File: src/gdad_pkg.sv
package gdad_pkg;

   localparam int unsigned MaxYear = 9999;
   localparam int unsigned DaysPer400y = 146097;
   localparam int unsigned DaysPer100y = 36524;
   localparam int unsigned DaysPer4y = 1461;
   localparam int unsigned DaysPerYear = 365;

   // day number of MaxYear-12-31
   localparam int unsigned LastDay = (MaxYear - 1) * 365 + (MaxYear - 1) / 4
                                     - (MaxYear - 1) / 100 + (MaxYear - 1) / 400 + 364;

   // reciprocals for the constant divisions, exact over the ranges in use
   localparam int unsigned Recip100 = ((1 << 19) + 99) / 100;
   localparam longint unsigned Recip400y = ((64'd1 << 40) + 64'(DaysPer400y) - 64'd1)
                                           / 64'(DaysPer400y);
   localparam longint unsigned Recip4y = ((64'd1 << 28) + 64'(DaysPer4y) - 64'd1)
                                         / 64'(DaysPer4y);

   localparam logic [1:0] STATUS_OK        = 2'd0;
   localparam logic [1:0] STATUS_BAD_DATE  = 2'd1;
   localparam logic [1:0] STATUS_OUT_RANGE = 2'd2;

   typedef struct packed {
      logic [4:0]  result_day;
      logic [3:0]  result_month;
      logic [13:0] result_year;
      logic [1:0]  status;
   } result_type;

   function automatic logic is_leap(input logic [13:0] y);
      logic [26:0] p;
      logic [7:0]  c;
      logic        cent;
      // c is y / 100
      p = 27'(y) * 27'(Recip100);
      c = p[26:19];
      cent = (y == 14'(c) * 14'd100);
      return (y[1:0] == 2'd0) && (!cent || c[1:0] == 2'd0);
   endfunction

   function automatic logic [4:0] month_days(input logic [3:0] m, input logic leap);
      logic [4:0] n;
      unique case (m)
         4'd2: n = leap ? 5'd29 : 5'd28;
         4'd4, 4'd6, 4'd9, 4'd11: n = 5'd30;
         default: n = 5'd31;
      endcase
      return n;
   endfunction

   // days before the first of month m
   function automatic logic [8:0] days_before(input logic [3:0] m, input logic leap);
      logic [8:0] n;
      unique case (m)
         4'd1: n = 9'd0;
         4'd2: n = 9'd31;
         4'd3: n = 9'd59;
         4'd4: n = 9'd90;
         4'd5: n = 9'd120;
         4'd6: n = 9'd151;
         4'd7: n = 9'd181;
         4'd8: n = 9'd212;
         4'd9: n = 9'd243;
         4'd10: n = 9'd273;
         4'd11: n = 9'd304;
         default: n = 9'd334;
      endcase
      if (leap && m > 4'd2) begin
         n = n + 9'd1;
      end
      return n;
   endfunction

endpackage

File: src/gdad_to_daynum.sv
module gdad_to_daynum (
   input  logic               clock,
   input  logic               reset,
   input  logic               advance,
   input  logic               in_valid,
   input  logic [4:0]         day_of_month,
   input  logic [3:0]         month_number,
   input  logic [13:0]        year_number,
   input  logic signed [22:0] day_offset,
   output logic               out_valid,
   output logic               out_bad,
   output logic signed [24:0] out_sum
);

   // stage 1: check and split the year
   logic        v1_ff, v1_in;
   logic        bad1_ff, bad1_in;
   logic [13:0] yy1_ff, yy1_in;
   logic [7:0]  cent1_ff, cent1_in;
   logic [8:0]  doy1_ff, doy1_in;
   logic signed [22:0] off1_ff;
   // stage 2: day number plus offset
   logic        v2_ff;
   logic        bad2_ff;
   logic signed [24:0] sum2_ff, sum2_in;
   logic        leap;
   logic [26:0] cprod;
   logic [21:0] yearpart;

   always_comb begin
      leap = gdad_pkg::is_leap(year_number);
      bad1_in = (year_number == 14'd0) || (year_number > 14'(gdad_pkg::MaxYear))
                || (month_number == 4'd0) || (month_number > 4'd12)
                || (day_of_month == 5'd0)
                || (day_of_month > gdad_pkg::month_days(month_number, leap));
      yy1_in = year_number - 14'd1;
      // whole centuries in yy
      cprod = 27'(yy1_in) * 27'(gdad_pkg::Recip100);
      cent1_in = cprod[26:19];
      doy1_in = gdad_pkg::days_before(month_number, leap) + 9'(day_of_month) - 9'd1;
      v1_in = in_valid;
      yearpart = 22'(yy1_ff) * 22'd365 + 22'(yy1_ff >> 2) - 22'(cent1_ff)
                 + 22'(cent1_ff >> 2);
      sum2_in = 25'(signed'({3'b000, yearpart})) + 25'(signed'({1'b0, doy1_ff}))
                + 25'(off1_ff);
   end

   always_ff @(posedge clock) begin
      if (reset) begin
         v1_ff <= 1'b0;
         v2_ff <= 1'b0;
      end else if (advance) begin
         v1_ff <= v1_in;
         v2_ff <= v1_ff;
      end
      if (advance) begin
         bad1_ff <= bad1_in;
         yy1_ff <= yy1_in;
         cent1_ff <= cent1_in;
         doy1_ff <= doy1_in;
         off1_ff <= day_offset;
         bad2_ff <= bad1_ff;
         sum2_ff <= sum2_in;
      end
   end

   assign out_valid = v2_ff;
   assign out_bad = bad2_ff;
   assign out_sum = sum2_ff;

endmodule

File: src/gdad_from_daynum.sv
module gdad_from_daynum (
   input  logic               clock,
   input  logic               reset,
   input  logic               advance,
   input  logic               in_valid,
   input  logic               in_bad,
   input  logic signed [24:0] in_sum,
   output logic               out_valid,
   output gdad_pkg::result_type out_result
);

   // stage 3: range check, 400-year split
   logic        v3_ff;
   logic [1:0]  st3_ff, st3_in;
   logic [4:0]  q400_3_ff, q400_3_in;
   logic [17:0] r3_ff, r3_in;
   // stage 4: century and 4-year split
   logic        v4_ff;
   logic [1:0]  st4_ff;
   logic [13:0] ybase4_ff, ybase4_in;
   logic [10:0] r4_ff, r4_in;
   logic        cent4_ff, cent4_in;
   // stage 5: year and month
   logic        v5_ff;
   gdad_pkg::result_type res5_ff, res5_in;

   logic [21:0] n;
   logic [44:0] p400;
   logic [34:0] p4;
   logic [1:0]  q100, q1;
   logic [16:0] r100;
   logic [5:0]  q4;
   logic [8:0]  doy;
   logic [13:0] yr;
   logic        lp;
   logic [3:0]  mm;

   always_comb begin
      n = in_sum[21:0];
      if (in_bad) begin
         st3_in = gdad_pkg::STATUS_BAD_DATE;
      end else if (in_sum < 25'sd0 || in_sum > 25'(gdad_pkg::LastDay)) begin
         st3_in = gdad_pkg::STATUS_OUT_RANGE;
      end else begin
         st3_in = gdad_pkg::STATUS_OK;
      end
      p400 = 45'(n) * 45'(gdad_pkg::Recip400y);
      q400_3_in = 5'(p400 >> 40);
      r3_in = 18'(n - 22'(q400_3_in) * 22'(gdad_pkg::DaysPer400y));

      if (r3_ff >= 18'(3 * gdad_pkg::DaysPer100y)) q100 = 2'd3;
      else if (r3_ff >= 18'(2 * gdad_pkg::DaysPer100y)) q100 = 2'd2;
      else if (r3_ff >= 18'(gdad_pkg::DaysPer100y)) q100 = 2'd1;
      else q100 = 2'd0;
      r100 = 17'(r3_ff - 18'(q100) * 18'(gdad_pkg::DaysPer100y));
      p4 = 35'(r100) * 35'(gdad_pkg::Recip4y);
      q4 = 6'(p4 >> 28);
      r4_in = 11'(r100 - 17'(q4) * 17'(gdad_pkg::DaysPer4y));
      ybase4_in = 14'(q400_3_ff) * 14'd400 + 14'(q100) * 14'd100 + 14'(q4) * 14'd4;
      // last year of this 4-year block is a century that is not a leap year
      cent4_in = (q4 == 6'd24) && (q100 != 2'd3);

      if (r4_ff >= 11'(3 * gdad_pkg::DaysPerYear)) q1 = 2'd3;
      else if (r4_ff >= 11'(2 * gdad_pkg::DaysPerYear)) q1 = 2'd2;
      else if (r4_ff >= 11'(gdad_pkg::DaysPerYear)) q1 = 2'd1;
      else q1 = 2'd0;
      doy = 9'(r4_ff - 11'(q1) * 11'(gdad_pkg::DaysPerYear));
      yr = ybase4_ff + 14'(q1) + 14'd1;
      lp = (q1 == 2'd3) && !cent4_ff;
      mm = 4'd1;
      for (int i = 2; i <= 12; i++) begin
         if (doy >= gdad_pkg::days_before(4'(i), lp)) mm = 4'(i);
      end
      res5_in.status = st4_ff;
      if (st4_ff == gdad_pkg::STATUS_OK) begin
         res5_in.result_year = yr;
         res5_in.result_month = mm;
         res5_in.result_day = 5'(doy - gdad_pkg::days_before(mm, lp) + 9'd1);
      end else begin
         res5_in.result_year = '0;
         res5_in.result_month = '0;
         res5_in.result_day = '0;
      end
   end

   always_ff @(posedge clock) begin
      if (reset) begin
         v3_ff <= 1'b0;
         v4_ff <= 1'b0;
         v5_ff <= 1'b0;
      end else if (advance) begin
         v3_ff <= in_valid;
         v4_ff <= v3_ff;
         v5_ff <= v4_ff;
      end
      if (advance) begin
         st3_ff <= st3_in;
         q400_3_ff <= q400_3_in;
         r3_ff <= r3_in;
         st4_ff <= st3_ff;
         ybase4_ff <= ybase4_in;
         r4_ff <= r4_in;
         cent4_ff <= cent4_in;
         res5_ff <= res5_in;
      end
   end

   assign out_valid = v5_ff;
   assign out_result = res5_ff;

   a_ok_fields: assert property (@(posedge clock) disable iff (reset)
      v5_ff && res5_ff.status == gdad_pkg::STATUS_OK |->
         res5_ff.result_month >= 4'd1 && res5_ff.result_month <= 4'd12
         && res5_ff.result_day >= 5'd1)
      else $error("ok result with bad month or day");
   a_err_zero: assert property (@(posedge clock) disable iff (reset)
      v5_ff && res5_ff.status != gdad_pkg::STATUS_OK |->
         res5_ff.result_year == 14'd0 && res5_ff.result_day == 5'd0)
      else $error("error result with nonzero date");
   a_stall_hold: assert property (@(posedge clock) disable iff (reset)
      !advance |=> $stable(v5_ff) && $stable(res5_ff))
      else $error("stage 5 moved while stalled");

endmodule

File: src/gregorian_date_add_days_core.sv
// channel | dir | tdata fields, lowest bit first
// req_    | in  | day_of_month[4:0] month_number[8:5] year_number[22:9] day_offset[45:23]
// rsp_    | out | result_day[4:0] result_month[8:5] result_year[22:9] status[24:23]
// five register stages, one item enters per cycle unless a stall on rsp_tready holds it
// the whole pipeline and output register advance together when the output is free
// a stall on rsp_tready holds every stage, nothing lost or repeated
// reset clears the valid bits only
module gregorian_date_add_days_core (
   input  logic        clock,
   input  logic        reset,
   input  logic        req_tvalid,
   output logic        req_tready,
   input  logic [47:0] req_tdata,   // day_of_month, month_number, year_number, day_offset
   output logic        rsp_tvalid,
   input  logic        rsp_tready,
   output logic [31:0] rsp_tdata    // result_day, result_month, result_year, status
);

   logic               advance;
   logic               mid_valid;
   logic               mid_bad;
   logic signed [24:0] mid_sum;
   gdad_pkg::result_type res;

   assign advance = rsp_tready || !rsp_tvalid;
   assign req_tready = advance;

   gdad_to_daynum u_to (
      .clock        (clock),
      .reset        (reset),
      .advance      (advance),
      .in_valid     (req_tvalid),
      .day_of_month (req_tdata[4:0]),
      .month_number (req_tdata[8:5]),
      .year_number  (req_tdata[22:9]),
      .day_offset   (req_tdata[45:23]),
      .out_valid    (mid_valid),
      .out_bad      (mid_bad),
      .out_sum      (mid_sum)
   );

   gdad_from_daynum u_from (
      .clock      (clock),
      .reset      (reset),
      .advance    (advance),
      .in_valid   (mid_valid),
      .in_bad     (mid_bad),
      .in_sum     (mid_sum),
      .out_valid  (rsp_tvalid),
      .out_result (res)
   );

   assign rsp_tdata = {7'd0, res.status, res.result_year, res.result_month, res.result_day};

endmodule

File: config.mk
export PLATFORM = sky130hd
export DESIGN_NAME = gregorian_date_add_days_core
export DESIGN_NICKNAME = d
export VERILOG_FILES = /design/src/gdad_pkg.sv /design/src/gdad_to_daynum.sv /design/src/gdad_from_daynum.sv /design/src/gregorian_date_add_days_core.sv
export SDC_FILE = /design/constraint.sdc
export NUM_CORES = 2
export LEC_CHECK = 0
export BUFFER_PORTS_ARGS = -buffer_cell sky130_fd_sc_hd__buf_2
export CAP_MARGIN = 20
export CORE_MARGIN = 2
export CORE_UTILIZATION = 25
export DETAILED_ROUTE_END_ITERATION = 8
export GPL_TIMING_DRIVEN = 0
export PLACE_DENSITY = 0.36
export SLEW_MARGIN = 10
export SYNTH_ARGS = -nofsm -noshare
export SYNTH_HDL_FRONTEND = slang
export SYNTH_SLANG_ARGS = --single-unit
File: constraint.sdc
create_clock -name clock -period 17.35 [get_ports clock]
set_clock_uncertainty 0.1 [all_clocks]
set_input_delay 0.8675 -clock clock [delete_from_list [all_inputs] [get_ports clock]]
set_output_delay 0.8675 -clock clock [all_outputs]
set_load 0.02 [all_outputs]
==> results.tsv <==
metric	value	unit
hold_class	reg2reg	
synth-simple-area-share	0.05356	
grt_max_degree	59	
yosys-top-cells-count	inv_1 (938), ha_1 (860), fa_1 (558)	
utilization	0.2750	
worst_path_max_delay_cell	fa_1	
dr_total_vias	23490	
die_area	153000	um2
drive_gt1_frac	0.04690	
synth_compound_area_frac	0.08034	
syn_area	37470	um2
slowest_delay	0.55	ns
ant_nets	0	
wl	89500	um
ys_ff_latch	162	
start_util	0.2511	
period_share	0.8701	
status	complete, no violations	
dr_wl_met2	43510	um
setup-violations-final	0	
crit_path_frequent_cell	inv_1	
synth.area.mux_share	0.003706	
ctsHoldBuffers	0	
io_pins	86	
cts_root_buffer	clkbuf_16	
cts_sinks	162	
drt-vias-per-instance	4.138	
cp.required	17.50	ns
seq_area	4815	um2
grt_pass1_vias	26080	
fp.coreArea	149200	um2
hpwl	80610	um
yosysSeqAreaShare	0.1285	
synth_edf_count	157	
grtUsageTotal	0.1238	
synth_fa_ha_area_frac	0.5853	
cp-start-kind	flop	
hold_viol_final	0	
fp-row-count	142	
cts_max_level	4	
grt_pass1_wl	145900	um
synth_cells	3612	
chipHeight	391.2	um
syn_to_final_growth	9.513	%
worst_pin_slew	1.015	ns
cts_buffers	17	
gp_congestion	0.8000	
routedWlPerCell	15.77	um
tritoncts	done	
hold_slack	0.3303	ns
layout.nets	5188	
synth.area.top_cells	fa_1 (30%), ha_1 (29%), edfxtp_1 (13%), inv_1 (9.4%), xnor2_1 (3.4%)	
place_ws	2.215	ns
firstDrtPassIters	5	
drtIter0Drc	779	
ys_async_sr_fraction	0	
antenna_found_initial	3	
fill_cells	15930	
yosysWarningCount	0	
io_buffers	74	
ctsResizeCount	0	
slew_viol_final	0	
yosysMostFrequentCell	inv_1	
cp-end-kind	flop	
crit_path_max_fanout	5	
tns	0	ns
synth_area_leader_cell	fa_1	
layout_setup_ws	2.253	ns
slew_headroom	0.3146	
synth_cell_types	95	
clock_latency	0.51	ns
drc_errors	0	
die_x	391.2	um
multi_input_area	29080	um2
post_cts_buffers	0	
synth_ff_type	edfxtp_1	
met3_length	1658	um
overflow	0	
fmax	66.24	MHz
met1Wirelength	43530	um
clock_path_buffers	2	
fin_crit	15.10	ns
synth_top_area_share	0.2981	
syn-mean-instance-area	10.37	um2
synthXorXnorAreaFrac	0.05219	
crit_arrival	15.24	ns
clk_pin_slew	0.08	ns
routed.top_layer	met4	
max_cap_viol_count	0	
synth_top_family_by_area	adder cells	
rsz0062_at_grt	false	
path_class	reg2reg	
## kinds of logic after synthesis
kind of cell / after synthesis
mux: 12
xor+xnor: 220
simple gates: 402
other cells: 1
compound gates: 442
flops: 162
buf+inv: 955
fa+ha+maj: 1418
## critical path, delay by kind of cell, from the launching register on
family / cells / cell delay, ns
flops: 1 / 0.45
buf+inv: 10 / 0.81
fa+ha+maj: 14 / 6.04
compound gates: 27 / 5.24
xor+xnor: 3 / 0.71
simple gates: 5 / 1.53
## stage by stage
stage / instances / instance area [um2]
floorplan: 3618 / 37490
global placement: 5636 / 40300
detailed placement: 5643 / 40420
CTS: 5675 / 41030
global route: 5675 / 41030
finish: 5677 / 41040
## final cells by class
type,instances,area share
diodes,2,0.0001220
plain buffers,17,0.002287
clock buffers,17,0.01037
clock inverters,15,0.004573
inverters,938,0.08580
multi-input cells,2501,0.7087
flip-flops and latches,162,0.1173
well taps,1944,0.05927
repair buffers,81,0.01153
## state kept, by name, indices dropped and copies added, names as in the netlist, 2 cells and up
register and flops:
u_from.out_result 25, u_from.q400_3_ff 5, u_from.r3_ff 18, u_from.r4_ff 11, u_from.st3_ff 2, u_from.st4_ff 2
u_from.ybase4_ff 12, u_to.cent1_ff 8, u_to.doy1_ff 9, u_to.off1_ff 23, u_to.out_sum 25, u_to.yy1_ff 14
## per-layer routing
layer | GRT usage | vias to the layer above
met1 | 0.1681 | 11420
met3 | 0.01393 | 36
met5 | 0 | -
li1 | - | 11890
met2 | 0.2144 | 142
met4 | 0.01895 | 0
## layout by cell type, fill, tap and decap left out, types with 10 or more instances in the layout
cell type,synthesis,final
and3_1,10,10
nand3_1,40,40
a211oi_1,14,14
o21ai_0,75,75
a31oi_1,16,16
xor2_1,71,71
buf_2,0,75
o211ai_1,13,13
inv_1,938,938
a21o_1,55,55
edfxtp_1,157,157
and2_1,12,12
a21boi_0,10,10
nor2_1,132,132
nand4_1,17,17
o21a_1,25,25
buf_4,7,10
fa_1,558,558
xnor2_1,146,144
nand2_1,71,71
nor2b_1,15,15
nand2b_1,23,23
clkbuf_16,0,17
ha_1,860,860
o21bai_1,37,37
a21oi_1,113,113
nor3_1,27,27
## worst paths after layout
check | startpoint | to | slack (ns) | cells after the start
setup reg to reg | u_from.r3_ff[4]$_DFFE_PP_ | u_from.r4_ff[10]$_DFFE_PP_ | 2.25 | 59
setup / recovery | u_from.r3_ff[4]$_DFFE_PP_ | u_from.r4_ff[10]$_DFFE_PP_ | 2.25 | 59
hold reg to reg | u_from.st3_ff[1]$_SDFFCE_PP0P_ | u_from.st4_ff[1]$_DFFE_PP_ | 0.33 | 0
hold / removal | u_from.st3_ff[1]$_SDFFCE_PP0P_ | u_from.st4_ff[1]$_DFFE_PP_ | 0.33 | 0
Power is not shown: default switching activity piles up to over one toggle a cycle in this logic, so the estimate is an artifact.
